[config.mk]
export PLATFORM = sky130hd
export DESIGN_NAME = dpd_queue
export DESIGN_NICKNAME = d
export VERILOG_FILES = /design/src/rtl/dpd_pkg.sv /design/src/rtl/dpd_queue.sv
export SDC_FILE = /design/constraint.sdc
export NUM_CORES = 1
export LEC_CHECK = 0
export BUFFER_PORTS_ARGS = -buffer_cell sky130_fd_sc_hd__buf_2
export CAP_MARGIN = 20
export CORE_MARGIN = 4
export CORE_UTILIZATION = 40
export DETAILED_ROUTE_END_ITERATION = 10
export GPL_TIMING_DRIVEN = 0
export PLACE_DENSITY = 0.72
export SETUP_SLACK_MARGIN = 0.1
export SYNTH_ARGS = -nofsm -noshare
export SYNTH_HDL_FRONTEND = slang
export SYNTH_SLANG_ARGS = --single-unit
[constraint.sdc]
create_clock -name clock -period 1.7 [get_ports clock]
set_input_delay 0.34 -clock clock [delete_from_list [all_inputs] [get_ports clock]]
set_output_delay 0.34 -clock clock [all_outputs]
set_load 0.03 [all_outputs]
[src/rtl/dpd_pkg.sv]
package dpd_pkg;

   // Field widths of the request and response ports
   localparam int COORD_FIELD_BITS = 32;
   localparam int OUT_BITS         = 32;

   // Defaults for the top-level parameters
   localparam int COORD_BITS_DEF = 32;
   localparam int INDEX_BITS_DEF = 32;

   // Entries of the queue between front and back
   localparam int QUEUE_DEPTH = 4;

   // Register reset value: test all three projections
   localparam logic MODE_RESET = 1'b1;

   // Saturating vertex count that enables the fan triangle test
   localparam logic [1:0] SEEN_FULL = 2'd2;

   typedef struct packed {
      logic                tri_test;  // a fan triangle exists for this vertex
      logic                three_d;   // projections to test
      logic                last;      // closes the polygon
      logic [OUT_BITS-1:0] index;     // polygon index to report
   } dpd_ctrl_type;

endpackage

[src/rtl/dpd_queue.sv]
module dpd_queue
   import dpd_pkg::*;
#(
   parameter int WIDTH = 8,
   parameter int DEPTH = QUEUE_DEPTH
) (
   input  logic             clock,
   input  logic             reset,
   input  logic             push,
   input  logic [WIDTH-1:0] push_data,
   output logic             full,
   input  logic             pop,
   output logic             not_empty,
   output logic [WIDTH-1:0] pop_data
);

   localparam int AW = (DEPTH > 1) ? $clog2(DEPTH) : 1;
   localparam int NW = $clog2(DEPTH + 1);

   logic [WIDTH-1:0] mem_ff [DEPTH];
   logic [AW-1:0]    wr_ptr_ff, wr_ptr_in;
   logic [AW-1:0]    rd_ptr_ff, rd_ptr_in;
   logic [NW-1:0]    count_ff, count_in;

   assign full      = (count_ff == NW'(DEPTH));
   assign not_empty = (count_ff != '0);
   assign pop_data  = mem_ff[rd_ptr_ff];

   always_comb begin
      wr_ptr_in = wr_ptr_ff;
      rd_ptr_in = rd_ptr_ff;
      count_in  = count_ff;
      if (push) begin
         wr_ptr_in = (wr_ptr_ff == AW'(DEPTH - 1)) ? '0 : wr_ptr_ff + 1'b1;
      end
      if (pop) begin
         rd_ptr_in = (rd_ptr_ff == AW'(DEPTH - 1)) ? '0 : rd_ptr_ff + 1'b1;
      end
      if (push && !pop) begin
         count_in = count_ff + 1'b1;
      end else if (pop && !push) begin
         count_in = count_ff - 1'b1;
      end
   end

   always_ff @(posedge clock) begin
      if (reset) begin
         wr_ptr_ff <= '0;
         rd_ptr_ff <= '0;
         count_ff  <= '0;
      end else begin
         wr_ptr_ff <= wr_ptr_in;
         rd_ptr_ff <= rd_ptr_in;
         count_ff  <= count_in;
      end
   end

   always_ff @(posedge clock) begin
      if (push) begin
         mem_ff[wr_ptr_ff] <= push_data;
      end
   end

`ifndef SYNTHESIS
   a_no_push_full: assert property (@(posedge clock) disable iff (reset)
      push |-> !full)
      else $error("queue written while full");
   a_no_pop_empty: assert property (@(posedge clock) disable iff (reset)
      pop |-> count_ff != '0)
      else $error("queue read while empty");
   a_count_up: assert property (@(posedge clock) disable iff (reset)
      push && !pop |=> count_ff == $past(count_ff) + 1'b1)
      else $error("queue fill count lost a write");
`endif

endmodule

==> results.json, run 1 <==
{
  "area_growth_pct": 21.0,
  "finalCritPeriodShare": 1.05,
  "drv_cap": 0,
  "synthCells": 86,
  "clkSinkCount": 41,
  "yosys.area.top_type": "edfxtp_1",
  "timing.fmax_mhz": 561,
  "n_antenna_cell": 0,
  "swShare": 0.231,
  "min-delay-start": "push_data[2]",
  "dieWidth_um": 71.2,
  "drt_iter0_markers": 37,
  "rsz0062_at_grt": "true",
  "switchingPower_w": 0.000518,
  "dr.pass1.iters": 4,
  "syn_avg_cell_area_um2": 18.6,
  "cpPeakStageDelay_ns": 0.52,
  "clockBufferDepth": 2,
  "synth_top_flop_cell": "edfxtp_1",
  "ant_nets": 0,
  "cp.required_ns": 1.36,
  "seqPwrFrac": 0.524,
  "grt_overflow": 0,
  "ys_types": 16,
  "ys_warn_count": 0,
  "clk_latency_ns": 0.29,
  "worstPathMaxFanout": 8,
  "cts_made_buffers": 5,
  "critPathKind": "reg -> out",
  "syn_area_mm2": 0.00160,
  "drive_above_1_share": 0.368,
  "setup_viol": 8,
  "fp.dieH_um": 71.2,
  "hpwlAfterDp_mm": 1.76,
  "slew-limit-headroom": 0.703,
  "p_total_w": 0.00224,
  "post_cts_buffers": 0,
  "hold_depth": 1,
  "p_comb_frac": 0.152,
  "initial_core_util": 0.424,
  "cts_tree": "done",
  "clkPwrFrac": 0.324,
  "drc_errors": 0,
  "num_vias": 803,
  "grt_use_met1": 0.121,
  "status": "finished with violations",
  "vdd.ir_drop.worst_uv": 606,
  "ys_seq_area_frac": 0.714,
  "grt_use_met3": 0.0379,
  "final_cells": 162,
  "r2r_cells": 4,
  "cts-root-buf": "clkbuf_8",
  "min_period_ns": 1.78,
  "grt_antenna_before_repair": 0,
  "clk_pin_slew_ns": 0.07,
  "ios": 22,
  "met2_usage": 0.190,
  "worstHoldEndpoint": "mem_ff[3][2]",
  "fp-row-count": 22,
  "synth_edf_count": 32,
  "arrival_ns": 1.44,
  "path_delay_family": "multiplexers",
  "netlist.area_leader.share": 0.601,
  "hold_slack_ns": 0.262,
  "cp_cell_sequence": "buf_12 -> mux4_2 -> buf_6",
  "track_usage": 0.112,
  "nets": 133,
  "hold_path_class": "in -> reg",
  "synthArstFlopShare": 0,
  "worst_pin_slew_ns": 0.446,
  "busiest_layer": "met2",
  "h-tree-depth": 2,
  "n_fill_cell": 322,
  "vias_per_cell": 4.96,
  "failed_checks": "negative setup slack",
  "grt_pass1_wl_mm": 4.10,
  "cellInternalPower_w": 0.00172,
  "path_buf_inv": 2,
  "hold_violations": 0,
  "dpl.cell_count": 155,
  "synthTopCellsByArea": "edfxtp_1 (60%), dfxtp_1 (11%), mux4_2 (11%)",
  "gp_congestion": 0.666,
  "routed_wl_mm": 2.56,
  "powerDensity_mw_per_mm2": 1160,
  "wl_per_cell_um": 15.8,
  "synth.most_common_cell": "edfxtp_1",
  "worst_setup_path_end_kind": "primary output",
  "slew_viol_final": 0,
  "grt_max_degree": 13,
  "setup-tns-final_ns": -0.557,
  "die-area_mm2": 0.00507,
  "r2r_start": "count_ff[0]",
  "cp-start-kind": "flop",
  "r2r_slack_ns": 0.28,
  "slowest_stage": "mux4_2",
  "power_leakage_nw": 0.718,
  "grt_pass1_vias": 887,
  "rr_endpoint": "count_ff[2]",
  "worst_clock_skew_ns": 0.00372,
  "fin_ws_ns": -0.0839,
  "ys_ff_latch": 41,
  "portBuffers": 21,
  "ys_top_cells_by_count": "edfxtp_1 (32), dfxtp_1 (9), mux4_2 (8), nor2_1 (7), ha_1 (6)",
  "syn-num-nets": 105,
  "core_area_mm2": 0.00377
}
==> worst reg2reg max path: stages, from the launching register on <==
cell and delay (ns):
dfxtp_1 0.36, fa_2 0.40, xor2_1 0.15, or3_1 0.31
a21oi_1 0.14
==> power groups by stage <==
stage / Clock, W / Combinational [W] / Sequential (W)
after floorplan: 0 / 0.000217 / 0.00118
after global placement: 0 / 0.000294 / 0.00119
after detailed placement: 0 / 0.000305 / 0.00119
after CTS: 0.000744 / 0.000347 / 0.00117
after global routing: 0.000799 / 0.000371 / 0.00118
final: 0.000725 / 0.000341 / 0.00117
==> what timing repair did <==
action,CTS,global route
endpoints found under the setup margin,8,9
gates resized for setup,19,1
endpoints found under the hold margin,0,0
hold buffers,0,0
gates cloned,0,0
==> cells in the final DEF (no fill, tap or decap), drive strengths merged, types with 4 or more instances in the layout <==
| cell type | Yosys | final |
|---|---|---|
| and2 | 4 | 4 |
| buf | 1 | 22 |
| clkbuf | 1 | 6 |
| dfxtp | 9 | 9 |
| edfxtp | 32 | 32 |
| ha | 6 | 6 |
| inv | 4 | 4 |
| mux2i | 4 | 4 |
| mux4 | 8 | 8 |
| nor2 | 7 | 7 |
==> worst max path at each step <==
stage / end / cells after the start / slack [ns]
after detailed placement: count_ff[2] / 8 / -0.09
after floorplan: count_ff[2] / 7 / 0.13
final: pop_data[6] / 3 / -0.08
after CTS: pop_data[6] / 3 / -0.11
after global placement: count_ff[2] / 8 / -0.05
after global routing: pop_data[6] / 3 / -0.16
==> flip-flops by register name (all words and copies together) (netlist names), named ones only <==
register,count
wr_ptr_ff,2
mem_ff,32
count_ff,3
rd_ptr_ff,2
==> kinds of logic (layout without fill, tap and decap cells) <==
logic type,Yosys count,after routing,share of synthesized area
xor+xnor,2,2,0.0110
simple gates,15,15,0.0493
flops,41,41,0.714
mux,12,12,0.138
compound gates,3,3,0.00939
buf+inv,6,34,0.0196
fa+ha+maj,7,7,0.0595
==> cell type report <==
cell class              instances  area [µm²]  area share
inverters                       4        15.0     0.00776
clock inverters                 2        35.0      0.0181
flip-flops and latches         41        1140       0.591
repair buffers                 21         155      0.0802
multi-input cells              39         432       0.223
plain buffers                   2        25.0      0.0129
clock buffers                   5        68.8      0.0356
well taps                      48        60.1      0.0310
==> routing by layer <==
| metal | up-vias | routed length (µm) |
|---|---|---|
| met3 | 5 | 141 |
| met2 | 21 | 1280 |
| li1 | 381 | - |
| met5 | - | 0 |
| met1 | 396 | 1070 |
| met4 | 0 | 59 |
==> through the flow <==
step / util / cell area, µm² / worst slack [ns]
after CTS: 0.513 / 1930 / -0.106
after global routing: 0.513 / 1930 / -0.159
after detailed placement: 0.469 / 1770 / -0.0915
after floorplan: - / 1600 / 0.131
final: 0.513 / 1930 / -0.0839
after global placement: 0.469 / 1770 / -0.0462
Power figures use the tool's default switching activity.
==> run 2: changes to the inputs <==
CTS_BUF_LIST = sky130_fd_sc_hd__clkbuf_16   (was not set)
==> results.json, run 2 (synthesis gave the netlist of run 1 again) <==
{
  "vias_per_cell": 4.94,
  "worst_setup_path_end_kind": "primary output",
  "min-delay-start": "push_data[6]",
  "hold_buffers": 0,
  "ios": 22,
  "r2r_slack_ns": 0.27,
  "area_growth_pct": 24.9,
  "ant_nets": 0,
  "met2_usage": 0.190,
  "reg.largest.list": "mem_ff x32, count_ff x3",
  "vdd.ir_drop.worst_uv": 716,
  "clk_latency_ns": 0.28,
  "worst_clock_skew_ns": 0.00235,
  "slew_viol_final": 0,
  "arrival_ns": 1.43,
  "finalCritPeriodShare": 1.04,
  "fp.dieH_um": 71.2,
  "setup-tns-final_ns": -0.439,
  "portBuffers": 21,
  "grt_antenna_before_repair": 0,
  "hold_violations": 0,
  "min_period_ns": 1.77,
  "dieWidth_um": 71.2,
  "hpwlAfterDp_mm": 1.76,
  "grt_max_degree": 13,
  "cp.required_ns": 1.36,
  "worstPathMaxFanout": 8,
  "wl_per_cell_um": 16.0,
  "worst_pin_slew_ns": 0.446,
  "clk_pin_slew_ns": 0.05,
  "n_antenna_cell": 0,
  "hold_path_class": "in -> reg",
  "powerDensity_mw_per_mm2": 1260,
  "cp_cell_sequence": "buf_12 -> mux4_2 -> buf_6",
  "slew-limit-headroom": 0.702,
  "drv_cap": 0,
  "grt_use_met3": 0.0547,
  "clkSinkCount": 41,
  "drive_above_1_share": 0.365,
  "drc_errors": 0,
  "grt_pass1_vias": 873,
  "cpPeakStageDelay_ns": 0.53,
  "setup_viol": 8,
  "fp-row-count": 22,
  "hold_depth": 1,
  "hold_slack_ns": 0.274,
  "core_area_mm2": 0.00377,
  "layout_common_cells": "edfxtp_1 (32), buf_2 (13), mux4_2 (8), dfxtp_1 (8), buf_6 (8)",
  "r2r_cells": 4,
  "track_usage": 0.113,
  "timing.fmax_mhz": 564,
  "nets": 134,
  "failed_checks": "negative setup slack",
  "busiest_layer": "met2",
  "place_area_mm2": 0.00177,
  "dr.pass1.iters": 4,
  "rr_endpoint": "count_ff[2]",
  "num_vias": 806,
  "cp-start-kind": "flop",
  "critPathKind": "reg -> out",
  "cts_made_buffers": 5,
  "rsz0062_at_grt": "true",
  "layout_commonest_cell": "edfxtp_1",
  "worstHoldEndpoint": "mem_ff[1][6]",
  "grt_overflow": 0,
  "p_total_w": 0.00253,
  "die-area_mm2": 0.00507,
  "grt_pass1_wl_mm": 4.08,
  "h-tree-depth": 2,
  "final_area_mm2": 0.00200,
  "regMostFlops": "mem_ff",
  "fin_ws_ns": -0.0744,
  "routed_wl_mm": 2.61,
  "initial_core_util": 0.424,
  "gp_congestion": 0.666,
  "power_leakage_nw": 0.749,
  "largest_reg_flops": 32,
  "drt_iter0_markers": 32,
  "clockBufferDepth": 2,
  "cts-root-buf": "clkbuf_16",
  "slowest_stage": "mux4_2",
  "r2r_start": "count_ff[0]",
  "status": "finished with violations",
  "cts_tree": "done",
  "grt_use_met1": 0.118
}
==> run 2: cell types whose count changed in the layout (fill, tap and decap cells not counted), sizes merged <==
cell	previous run	this run
buf	22	23
==> run 2: how the worst max path moves through the flow <==
| stage | to |
|---|---|
| after floorplan | count_ff[2] |
| final | pop_data[6] |
| after global placement | count_ff[2] |
| after CTS | pop_data[6] |
| after global routing | pop_data[6] |
| after detailed placement | count_ff[2] |
==> run 2: final cells by class <==
type | count | area (µm²)
Multi-Input combinational cell | 39 | 432
Clock buffer | 5 | 125
Fill cell | 314 | 1770
Buffer | 2 | 25.0
Clock inverter | 2 | 35.0
Inverter | 4 | 15.0
Tap cell | 48 | 60.1
Timing Repair Buffer | 22 | 163
Sequential cell | 41 | 1140
==> run 2: repair_timing <==
item                                    4_1_cts  5_1_grt
endpoints found under the setup margin        8        9
buffers inserted                              0        1
resized for setup                            19        0
==> run 2: per-layer routing <==
layer	wire length, µm	part of all wire
met2	1300	0.50
met1	1090	0.42
met4	55	0.021
met5	0	0
met3	169	0.065
==> run 2: power by group <==
group / total [W] / internal [W] / leakage, nW / switching, W
logic: 0.000347 / 0.000156 / 0.300 / 0.000191
clock network: 0.00100 / 0.000679 / 0.0797 / 0.000324
registers: 0.00117 / 0.00114 / 0.369 / 0.0000325
total: 0.00253 / 0.00198 / 0.749 / 0.000548
==> run 2: per-stage QoR <==
stage | worst slack [ns] | cells | util
3_3_place_gp | -0.0462 | 155 | 0.469
6_report | -0.0744 | 163 | 0.530
2_1_floorplan | 0.131 | 86 | -
3_5_place_dp | -0.0915 | 155 | 0.469
4_1_cts | -0.0924 | 162 | 0.528
5_1_grt | -0.129 | 163 | 0.530
==> run 2: worst max-delay path: cells and delay by family, from the launching register on <==
family | cells | cell delay [ns]
flip-flops | 1 | 0.33
buffers and inverters | 2 | 0.30
multiplexers | 1 | 0.53
