## src/rtl/dpd_pkg.sv

```systemverilog
package dpd_pkg;

   // Field widths of the request and response ports
   localparam int COORD_FIELD_BITS = 32;
   localparam int OUT_BITS         = 32;

   // Defaults for the top-level parameters
   localparam int COORD_BITS_DEF = 32;
   localparam int INDEX_BITS_DEF = 32;

   // Entries of the queue between front and back
   localparam int QUEUE_DEPTH = 4;

   // Register reset value: test all three projections
   localparam logic MODE_RESET = 1'b1;

   // Saturating vertex count that enables the fan triangle test
   localparam logic [1:0] SEEN_FULL = 2'd2;

   typedef struct packed {
      logic                tri_test;  // a fan triangle exists for this vertex
      logic                three_d;   // projections to test
      logic                last;      // closes the polygon
      logic [OUT_BITS-1:0] index;     // polygon index to report
   } dpd_ctrl_type;

endpackage

```

## src/rtl/dpd_front.sv

```systemverilog
module dpd_front
   import dpd_pkg::*;
#(
   parameter int COORD_BITS = COORD_BITS_DEF,
   parameter int INDEX_BITS = INDEX_BITS_DEF,
   localparam int CW = (COORD_BITS < COORD_FIELD_BITS) ? COORD_BITS : COORD_FIELD_BITS,
   localparam int DW = CW + 1
) (
   input  logic                               clock,
   input  logic                               reset,
   input  logic                               req_valid,
   output logic                               req_ready,
   input  logic signed [COORD_FIELD_BITS-1:0] req_coord_x,
   input  logic signed [COORD_FIELD_BITS-1:0] req_coord_y,
   input  logic signed [COORD_FIELD_BITS-1:0] req_coord_z,
   input  logic                               req_last_vertex,
   input  logic                               three_d_mode,
   input  logic                               queue_full,
   output logic                               queue_push,
   output dpd_ctrl_type                       entry_ctrl,
   output logic [2:0][DW-1:0]                 entry_d1,
   output logic [2:0][DW-1:0]                 entry_d2
);

   logic [2:0][CW-1:0]    cur;
   logic [2:0][CW-1:0]    anchor_ff, anchor_in;
   logic [2:0][CW-1:0]    prev_ff, prev_in;
   logic [1:0]            seen_ff, seen_in;
   logic [INDEX_BITS-1:0] count_ff, count_in;
   logic                  take;

   assign req_ready  = !queue_full;
   assign take       = req_valid && req_ready;
   assign queue_push = take;

   assign cur[0] = req_coord_x[CW-1:0];
   assign cur[1] = req_coord_y[CW-1:0];
   assign cur[2] = req_coord_z[CW-1:0];

   // Edge vectors from the anchor: previous and current vertex
   always_comb begin
      for (int i = 0; i < 3; i++) begin
         entry_d1[i] = {prev_ff[i][CW-1], prev_ff[i]} - {anchor_ff[i][CW-1], anchor_ff[i]};
         entry_d2[i] = {cur[i][CW-1], cur[i]} - {anchor_ff[i][CW-1], anchor_ff[i]};
      end
      entry_ctrl.tri_test = (seen_ff == SEEN_FULL);
      entry_ctrl.three_d  = three_d_mode;
      entry_ctrl.last     = req_last_vertex;
      entry_ctrl.index    = OUT_BITS'(count_ff);
   end

   always_comb begin
      anchor_in = anchor_ff;
      prev_in   = prev_ff;
      seen_in   = seen_ff;
      count_in  = count_ff;
      if (take) begin
         if (seen_ff == '0) begin
            anchor_in = cur;
         end
         prev_in = cur;
         if (req_last_vertex) begin
            seen_in  = '0;
            count_in = count_ff + 1'b1;
         end else if (seen_ff != SEEN_FULL) begin
            seen_in = seen_ff + 1'b1;
         end
      end
   end

   always_ff @(posedge clock) begin
      if (reset) begin
         seen_ff  <= '0;
         count_ff <= '0;
      end else begin
         seen_ff  <= seen_in;
         count_ff <= count_in;
      end
   end

   always_ff @(posedge clock) begin
      anchor_ff <= anchor_in;
      prev_ff   <= prev_in;
   end

endmodule

```

## config.mk

```make
export PLATFORM = sky130hd
export DESIGN_NAME = dpd_front
export DESIGN_NICKNAME = d
export VERILOG_FILES = /design/src/rtl/dpd_pkg.sv /design/src/rtl/dpd_front.sv
export SDC_FILE = /design/constraint.sdc
export NUM_CORES = 1
export LEC_CHECK = 0
export BUFFER_PORTS_ARGS = -buffer_cell sky130_fd_sc_hd__buf_2
export CAP_MARGIN = 10
export CORE_ASPECT_RATIO = 0.5
export CORE_MARGIN = 2
export CORE_UTILIZATION = 58
export DETAILED_ROUTE_END_ITERATION = 8
export PLACE_DENSITY = 0.83
export RECOVER_POWER = 100
export SLEW_MARGIN = 40
export SYNTH_ARGS = -nofsm -noshare
export SYNTH_HDL_FRONTEND = slang
export SYNTH_SLANG_ARGS = --single-unit
```

## constraint.sdc

```tcl
create_clock -name clock -period 17.87 [get_ports clock]
set_input_delay 5.361 -clock clock [delete_from_list [all_inputs] [get_ports clock]]
set_output_delay 5.361 -clock clock [all_outputs]
set_load 0.01 [all_outputs]
```

==> flow_metrics.py, run 1 <==
metrics = {
    "run_status": {
        "outcome": "finished with violations",
        "failed_checks": "capacitance limit, slew limit",
    },
    "sta": {
        "setup_viol": 0,
        "fmax_ghz": 0.0705,
        "tightest_slew_ns": 5.75,
        "drv_slew": 131,
        "relSlewSlack": -2.83,
        "fin_setup_tns_ns": 0,
        "hold_violations": 0,
        "fin_crit_ns": 14.19,
        "final.setup_skew_ns": 0.00823,
        "final.period_utilization": 0.794,
        "rsz0062_at_grt": "no",
    },
    "cts": {
        "clockBufferDepth": 3,
        "cts_root_buf": "clkbuf_16",
        "hold_buffers": 0,
        "clock-sinks": 226,
        "cts.clk_slew.worst_paths_ns": 0.06,
        "htree_levels": 1,
        "cts_buffers": 23,
        "cts_resized": 0,
        "cts_setup_buffers": 0,
        "insertion_delay_ns": 0.53,
        "cts_tree": "yes",
    },
    "critical_path": {
        "worstPathCellList": "clkbuf_1 -> inv_1 -> ha_1 -> fa_1 -> nor2b_1 -> o21ai_0 -> a21oi_1 -> o211ai_1 -> a21oi_1 -> a2111oi_0 -> o21ai_0 -> a41oi_1 -> o221a_2 -> clkbuf_1",
        "cp_num_cells": 14,
        "arrival_ns": 8.83,
        "critPathLaunchType": "input port",
        "r2r_cells": 4,
        "crit_fanout": 4,
        "cpLargestDelayFamily": "compound AO/OA/AOI/OAI gates",
        "critPathBufInv": 3,
        "worstSetupEndpointType": "output port",
        "slowest_stage": "a2111oi_0",
        "worstPathRequired_ns": 12.51,
        "worstSetupPathType": "input port to output port",
        "max_stage_delay_ns": 0.84,
    },
    "drt": {
        "drtIter0Drc": 900,
        "ant_nets": 0,
        "wl_per_cell_um": 17.3,
        "via_per_inst": 5.77,
        "num_vias": 14400,
        "drcViolationCount": 0,
        "dr.pass1.iters": 5,
        "wl_mm": 43.0,
    },
    "synth": {
        "yosys.area_share.simple": 0.126,
        "synth_edf_count": 192,
        "yosys.cell_types.count": 70,
        "synth_fa_ha_area_frac": 0.151,
        "synth_most_common_cell": "ha_1",
        "synth_seq_cells": 226,
        "ys.flop_type": "edfxtp_1",
        "postSynthAreaPerCell_sq_um": 9.70,
        "synth.area.mux_share": 0.000591,
        "ys_seq_area_frac": 0.381,
        "synth.area.top_cells": "edfxtp_1 (34%), ha_1 (14%), xnor2_1 (6.1%)",
        "ys_warn_count": 0,
        "synth_top_family_by_area": "compound AO/OA/AOI/OAI gates",
        "synth_compound_gate_area_share": 0.200,
        "synthCells": 1744,
        "synth_common_cells": "ha_1 (195), edfxtp_1 (192), inv_1 (168)",
        "ys_async_sr_fraction": 0,
        "synth_area_sq_um": 16900,
        "synth-xor-area-share": 0.0983,
        "syn-num-nets": 2047,
        "synth_top_cell_area_share": 0.341,
        "yosysTopAreaCell": "edfxtp_1",
    },
    "die": {
        "num_io_pins": 337,
        "die_w_um": 246,
        "core_sq_um": 28800,
        "rows": 44,
        "start_util": 0.587,
        "dieArea_sq_um": 30600,
        "die_y_um": 125,
    },
    "placed_design": {
        "place_congestion": 0.949,
        "place_inst": 2450,
        "hpwl_mm": 33.4,
        "portBuffers": 334,
        "dpl_cell_area_sq_um": 19000,
    },
    "final_layout": {
        "stdcell_count": 2494,
        "design_area_sq_um": 19300,
        "drive_above_1_share": 0.0367,
        "area_growth_pct": 13.8,
        "nets": 2387,
    },
    "power": {
        "switching_power_mw": 0.534,
        "powerDensity_nw_per_um2": 83.7,
        "swShare": 0.331,
        "power_frac_clock": 0.303,
        "p_seq_frac": 0.379,
        "pwr-share-comb": 0.318,
        "p_leak_nw": 8.19,
        "p_int_mw": 1.08,
        "peakVddDrop_mv": 0.0615,
    },
    "grt": {
        "track_usage": 0.275,
        "overflow": 0,
        "grt_max_degree": 101,
        "antenna_found_initial": 3,
        "grt_pass1_vias": 13400,
        "grt_pass1_wl_mm": 68.4,
    },
    "min_path": {
        "min_path_cells": 2,
        "hp-class": "flip-flop to flip-flop",
    },
    "flow_run": {
        "cap_violations": 2,
    },
}
==> flip-flops by register name, summed over array words and instances, names as in the netlist <==
register and count:
count_ff 32, anchor_ff 96, seen_ff 2, prev_ff 96
==> per-stage QoR <==
stage | power [mW] | hold WS [ns] | util | worst slack [ns]
final | 1.61 | 0.487 | 0.668 | 3.68
after global routing | 1.69 | 0.521 | 0.668 | 3.33
after detailed placement | 1.15 | 0.475 | 0.660 | 4.33
after global placement | 1.14 | 0.466 | 0.660 | 4.34
after CTS | 1.64 | 0.491 | 0.685 | 4.36
after floorplan | 0.969 | 0.452 | - | 4.93
==> cells by family (layout without fill, tap and decap cells) <==
group | count (synthesis) | count (layout)
other cells | 0 | 3
xor+xnor | 190 | 190
compound gates | 510 | 510
flops | 226 | 226
fa+ha+maj | 201 | 201
simple gates | 427 | 427
buf+inv | 189 | 545
mux | 1 | 1
==> final timing paths <==
path                                               from  slack [ns]                 endpoint
worst min-delay path            seen_ff[0]$_SDFFE_PP0P_        0.49  seen_ff[0]$_SDFFE_PP0P_
worst max-delay path                     req_coord_x[0]        3.68             entry_d2[32]
worst max register to register  seen_ff[0]$_SDFFE_PP0P_       14.61   anchor_ff[1]$_DFFE_PP_
worst min register to register  seen_ff[0]$_SDFFE_PP0P_        0.49  seen_ff[0]$_SDFFE_PP0P_
==> area by class of cell <==
type	count	area (sq um)
inverters	168	631
repair buffers	336	1310
clock buffers	29	598
multi-input cells	1329	9650
flip-flops and latches	226	6450
fillers	2391	9590
diodes	3	7.51
clock inverters	12	134
well taps	391	489
==> power groups by stage <==
stage / Sequential [mW] / Combinational (mW) / Clock [mW]
global route: 0.613 / 0.563 / 0.514
CTS: 0.609 / 0.538 / 0.496
finish: 0.611 / 0.513 / 0.489
detailed placement: 0.620 / 0.534 / 0
global placement: 0.619 / 0.526 / 0
floorplan: 0.619 / 0.350 / 0
==> cell usage in the layout (no fill, tap or decap), types with 18 or more instances in the layout <==
cell and n:
a21o_1 89, a21oi_1 161, a31oi_1 18, and3_1 27, buf_2 30, clkbuf_1 311, clkbuf_16 23, dfxtp_1 34
edfxtp_1 192, ha_1 195, inv_1 168, nand2_1 105, nand2b_1 31, nand3_1 40, nand4_1 24, nor2_1 103
nor2b_1 22, o21a_1 36, o21ai_0 85, o21bai_1 24, xnor2_1 117, xor2_1 73
==> routing by layer <==
| metal | routed length [um] | global-route usage |
|---|---|---|
| met3 | 2530 | 0.0452 |
| met1 | 18700 | 0.360 |
| met4 | 1700 | 0.102 |
| met5 | 0 | 0 |
| met2 | 20100 | 0.459 |
==> tightest hold or removal path, delay by kind of cell, from the launching register on <==
kind	cells	cell delay [ns]
simple gates	1	0.07
compound gates	1	0.06
flops	1	0.32
No activity file was read; power rests on OpenSTA's default activity.
==> inputs of run 2 (changes only) <==
Settings changed: CORE_UTILIZATION 58 to 57, PLACE_DENSITY 0.83 to 0.82.
Clock period 17.87 ns to 13.29 ns, I/O delays scaled along.
==> run 2 against run 1 <==
  * Global-route usage down 0.15 points
  * Non-clock buffer count up 2
  * Combinational power up 36%
  * Via count increased by 0.83%
  * Largest cell class unchanged
  * The run still ends with capacitance limit, slew limit left
  * Worst setup slack worse by 1.7 ns
  * Clock power increased by 29%
  * Cell area barely moved
  * Critical path type unchanged
  * Hold slack improved by 0.0060 ns
==> flow_metrics.py, run 2 (synthesized netlist as in run 1, its figures left out) <==
metrics = {
    "sta": {
        "fin_ws_ns": 1.95,
        "rsz0062_at_grt": "no",
        "hold_violations": 0,
        "setup_viol": 0,
        "final.setup_skew_ns": 0.0143,
        "fmax_ghz": 0.0882,
        "fin_crit_ns": 11.34,
        "tightest_slew_ns": 3.29,
        "fin_setup_tns_ns": 0,
        "final.period_utilization": 0.853,
        "drv_slew": 204,
        "relSlewSlack": -1.19,
    },
    "final_layout": {
        "area_growth_pct": 13.7,
        "layout_commonest_cell": "clkbuf_1",
        "drive_above_1_share": 0.0362,
        "design_area_sq_um": 19200,
        "reg.largest.list": "anchor_ff: 96 flops, prev_ff: 96 flops, count_ff: 32 flops",
        "stdcell_count": 2495,
        "layout_common_cells": "clkbuf_1 (315), ha_1 (195), edfxtp_1 (192)",
        "nets": 2388,
    },
    "die": {
        "die_w_um": 248,
        "core_sq_um": 29100,
        "dieArea_sq_um": 31200,
        "num_io_pins": 337,
        "die_y_um": 126,
        "rows": 44,
        "start_util": 0.581,
    },
    "cts": {
        "htree_levels": 1,
        "cts_buffers": 22,
        "cts_root_buf": "clkbuf_16",
        "clock-sinks": 226,
        "insertion_delay_ns": 0.53,
        "cts_tree": "yes",
        "cts_resized": 0,
        "cts.clk_slew.worst_paths_ns": 0.06,
        "cts_setup_buffers": 0,
        "clockBufferDepth": 3,
        "hold_buffers": 0,
    },
    "grt": {
        "antenna_found_initial": 2,
        "grt_pass1_vias": 13400,
        "grt_max_degree": 56,
        "track_usage": 0.273,
        "overflow": 0,
        "grt_pass1_wl_mm": 68.5,
    },
    "drt": {
        "ant_nets": 0,
        "wl_per_cell_um": 17.7,
        "drcViolationCount": 0,
        "dr.pass1.iters": 5,
        "drtIter0Drc": 948,
        "wl_mm": 44.1,
        "via_per_inst": 5.82,
        "num_vias": 14500,
    },
    "flow_run": {
        "cap_violations": 5,
    },
    "critical_path": {
        "worstSetupEndpointType": "output port",
        "critPathBufInv": 3,
        "max_stage_delay_ns": 0.82,
        "worstSetupPathType": "input port to output port",
        "cpLargestDelayFamily": "compound AO/OA/AOI/OAI gates",
        "critPathLaunchType": "input port",
        "slowest_stage": "a2111oi_0",
        "worstPathCellList": "clkbuf_1 -> inv_1 -> ha_1 -> fa_1 -> nor2b_1 -> o21ai_0 -> a21oi_1 -> o211ai_1 -> a21oi_1 -> a2111oi_0 -> o21ai_0 -> a41oi_1 -> o221a_2 -> clkbuf_1",
        "crit_fanout": 4,
        "arrival_ns": 7.35,
        "worstPathRequired_ns": 9.30,
    },
    "run_status": {
        "outcome": "finished with violations",
        "failed_checks": "capacitance limit, slew limit",
    },
    "placed_design": {
        "hpwl_mm": 34.6,
        "place_inst": 2452,
        "place_congestion": 0.947,
        "portBuffers": 334,
        "dpl_cell_area_sq_um": 19000,
        "dp_slack_ns": 2.51,
    },
    "power": {
        "powerDensity_nw_per_um2": 112,
        "peakVddDrop_mv": 0.0822,
        "p_leak_nw": 8.18,
    },
    "min_path": {
        "hp-class": "flip-flop to flip-flop",
    },
}
## run 2: cell types whose count changed in the layout (fill, tap and decap cells not counted), moves of 2 or more
cell       delta
inv_6         +2
clkinv_2      -2
clkbuf_8      +3
clkbuf_1      +4
bufinv_16     -2
## run 2: worst paths after layout
kind / cells after the start / slack [ns] / startpoint / to
worst max-delay path: 14 / 1.95 / req_coord_x[0] / entry_d2[32]
worst max register to register: 4 / 7.52 / seen_ff[0]$_SDFFE_PP0P_ / anchor_ff[79]$_DFFE_PP_
worst min register to register: 2 / 0.49 / seen_ff[0]$_SDFFE_PP0P_ / seen_ff[0]$_SDFFE_PP0P_
worst min-delay path: 2 / 0.49 / seen_ff[0]$_SDFFE_PP0P_ / seen_ff[0]$_SDFFE_PP0P_
## run 2: where the power goes
| group | leakage, nW | internal [mW] | switching [mW] | total, mW |
|---|---|---|---|---|
| registers | 2.07 | 0.810 | 0.0109 | 0.821 |
| clock network | 0.348 | 0.355 | 0.276 | 0.631 |
| logic | 5.76 | 0.264 | 0.433 | 0.696 |
## run 2: metrics by stage
stage | hold slack, ns | util | power [mW]
after floorplan | 0.452 | - | 1.30
after global routing | 0.524 | 0.661 | 2.25
final | 0.493 | 0.661 | 2.15
after detailed placement | 0.477 | 0.654 | 1.56
after global placement | 0.467 | 0.654 | 1.54
after CTS | 0.491 | 0.678 | 2.18
## run 2: cell type report
cell class                      count  area [sq um]
Antenna cell                        3          7.51
Tap cell                          391           489
Multi-Input combinational cell   1329          9660
Clock inverter                      8          68.8
Sequential cell                   226          6450
Clock buffer                       32           639
Timing Repair Buffer              338          1310
Inverter                          168           631
Fill cell                        2525          9880
## run 2: metal layers
| metal | vias to the layer above | GRT usage | part of all wire |
|---|---|---|---|
| met5 | - | 0 | 0 |
| met3 | 99 | 0.0441 | 0.057 |
| met2 | 473 | 0.462 | 0.47 |
| li1 | 7070 | - | - |
| met4 | 0 | 0.0926 | 0.038 |
| met1 | 6869 | 0.358 | 0.44 |
## run 2: worst register-to-register path, stage by stage (launching register included)
cell	delay (ns)
dfxtp_1	0.31
inv_1	0.09
ha_1	0.15
and2_0	2.23
clkbuf_1	2.44
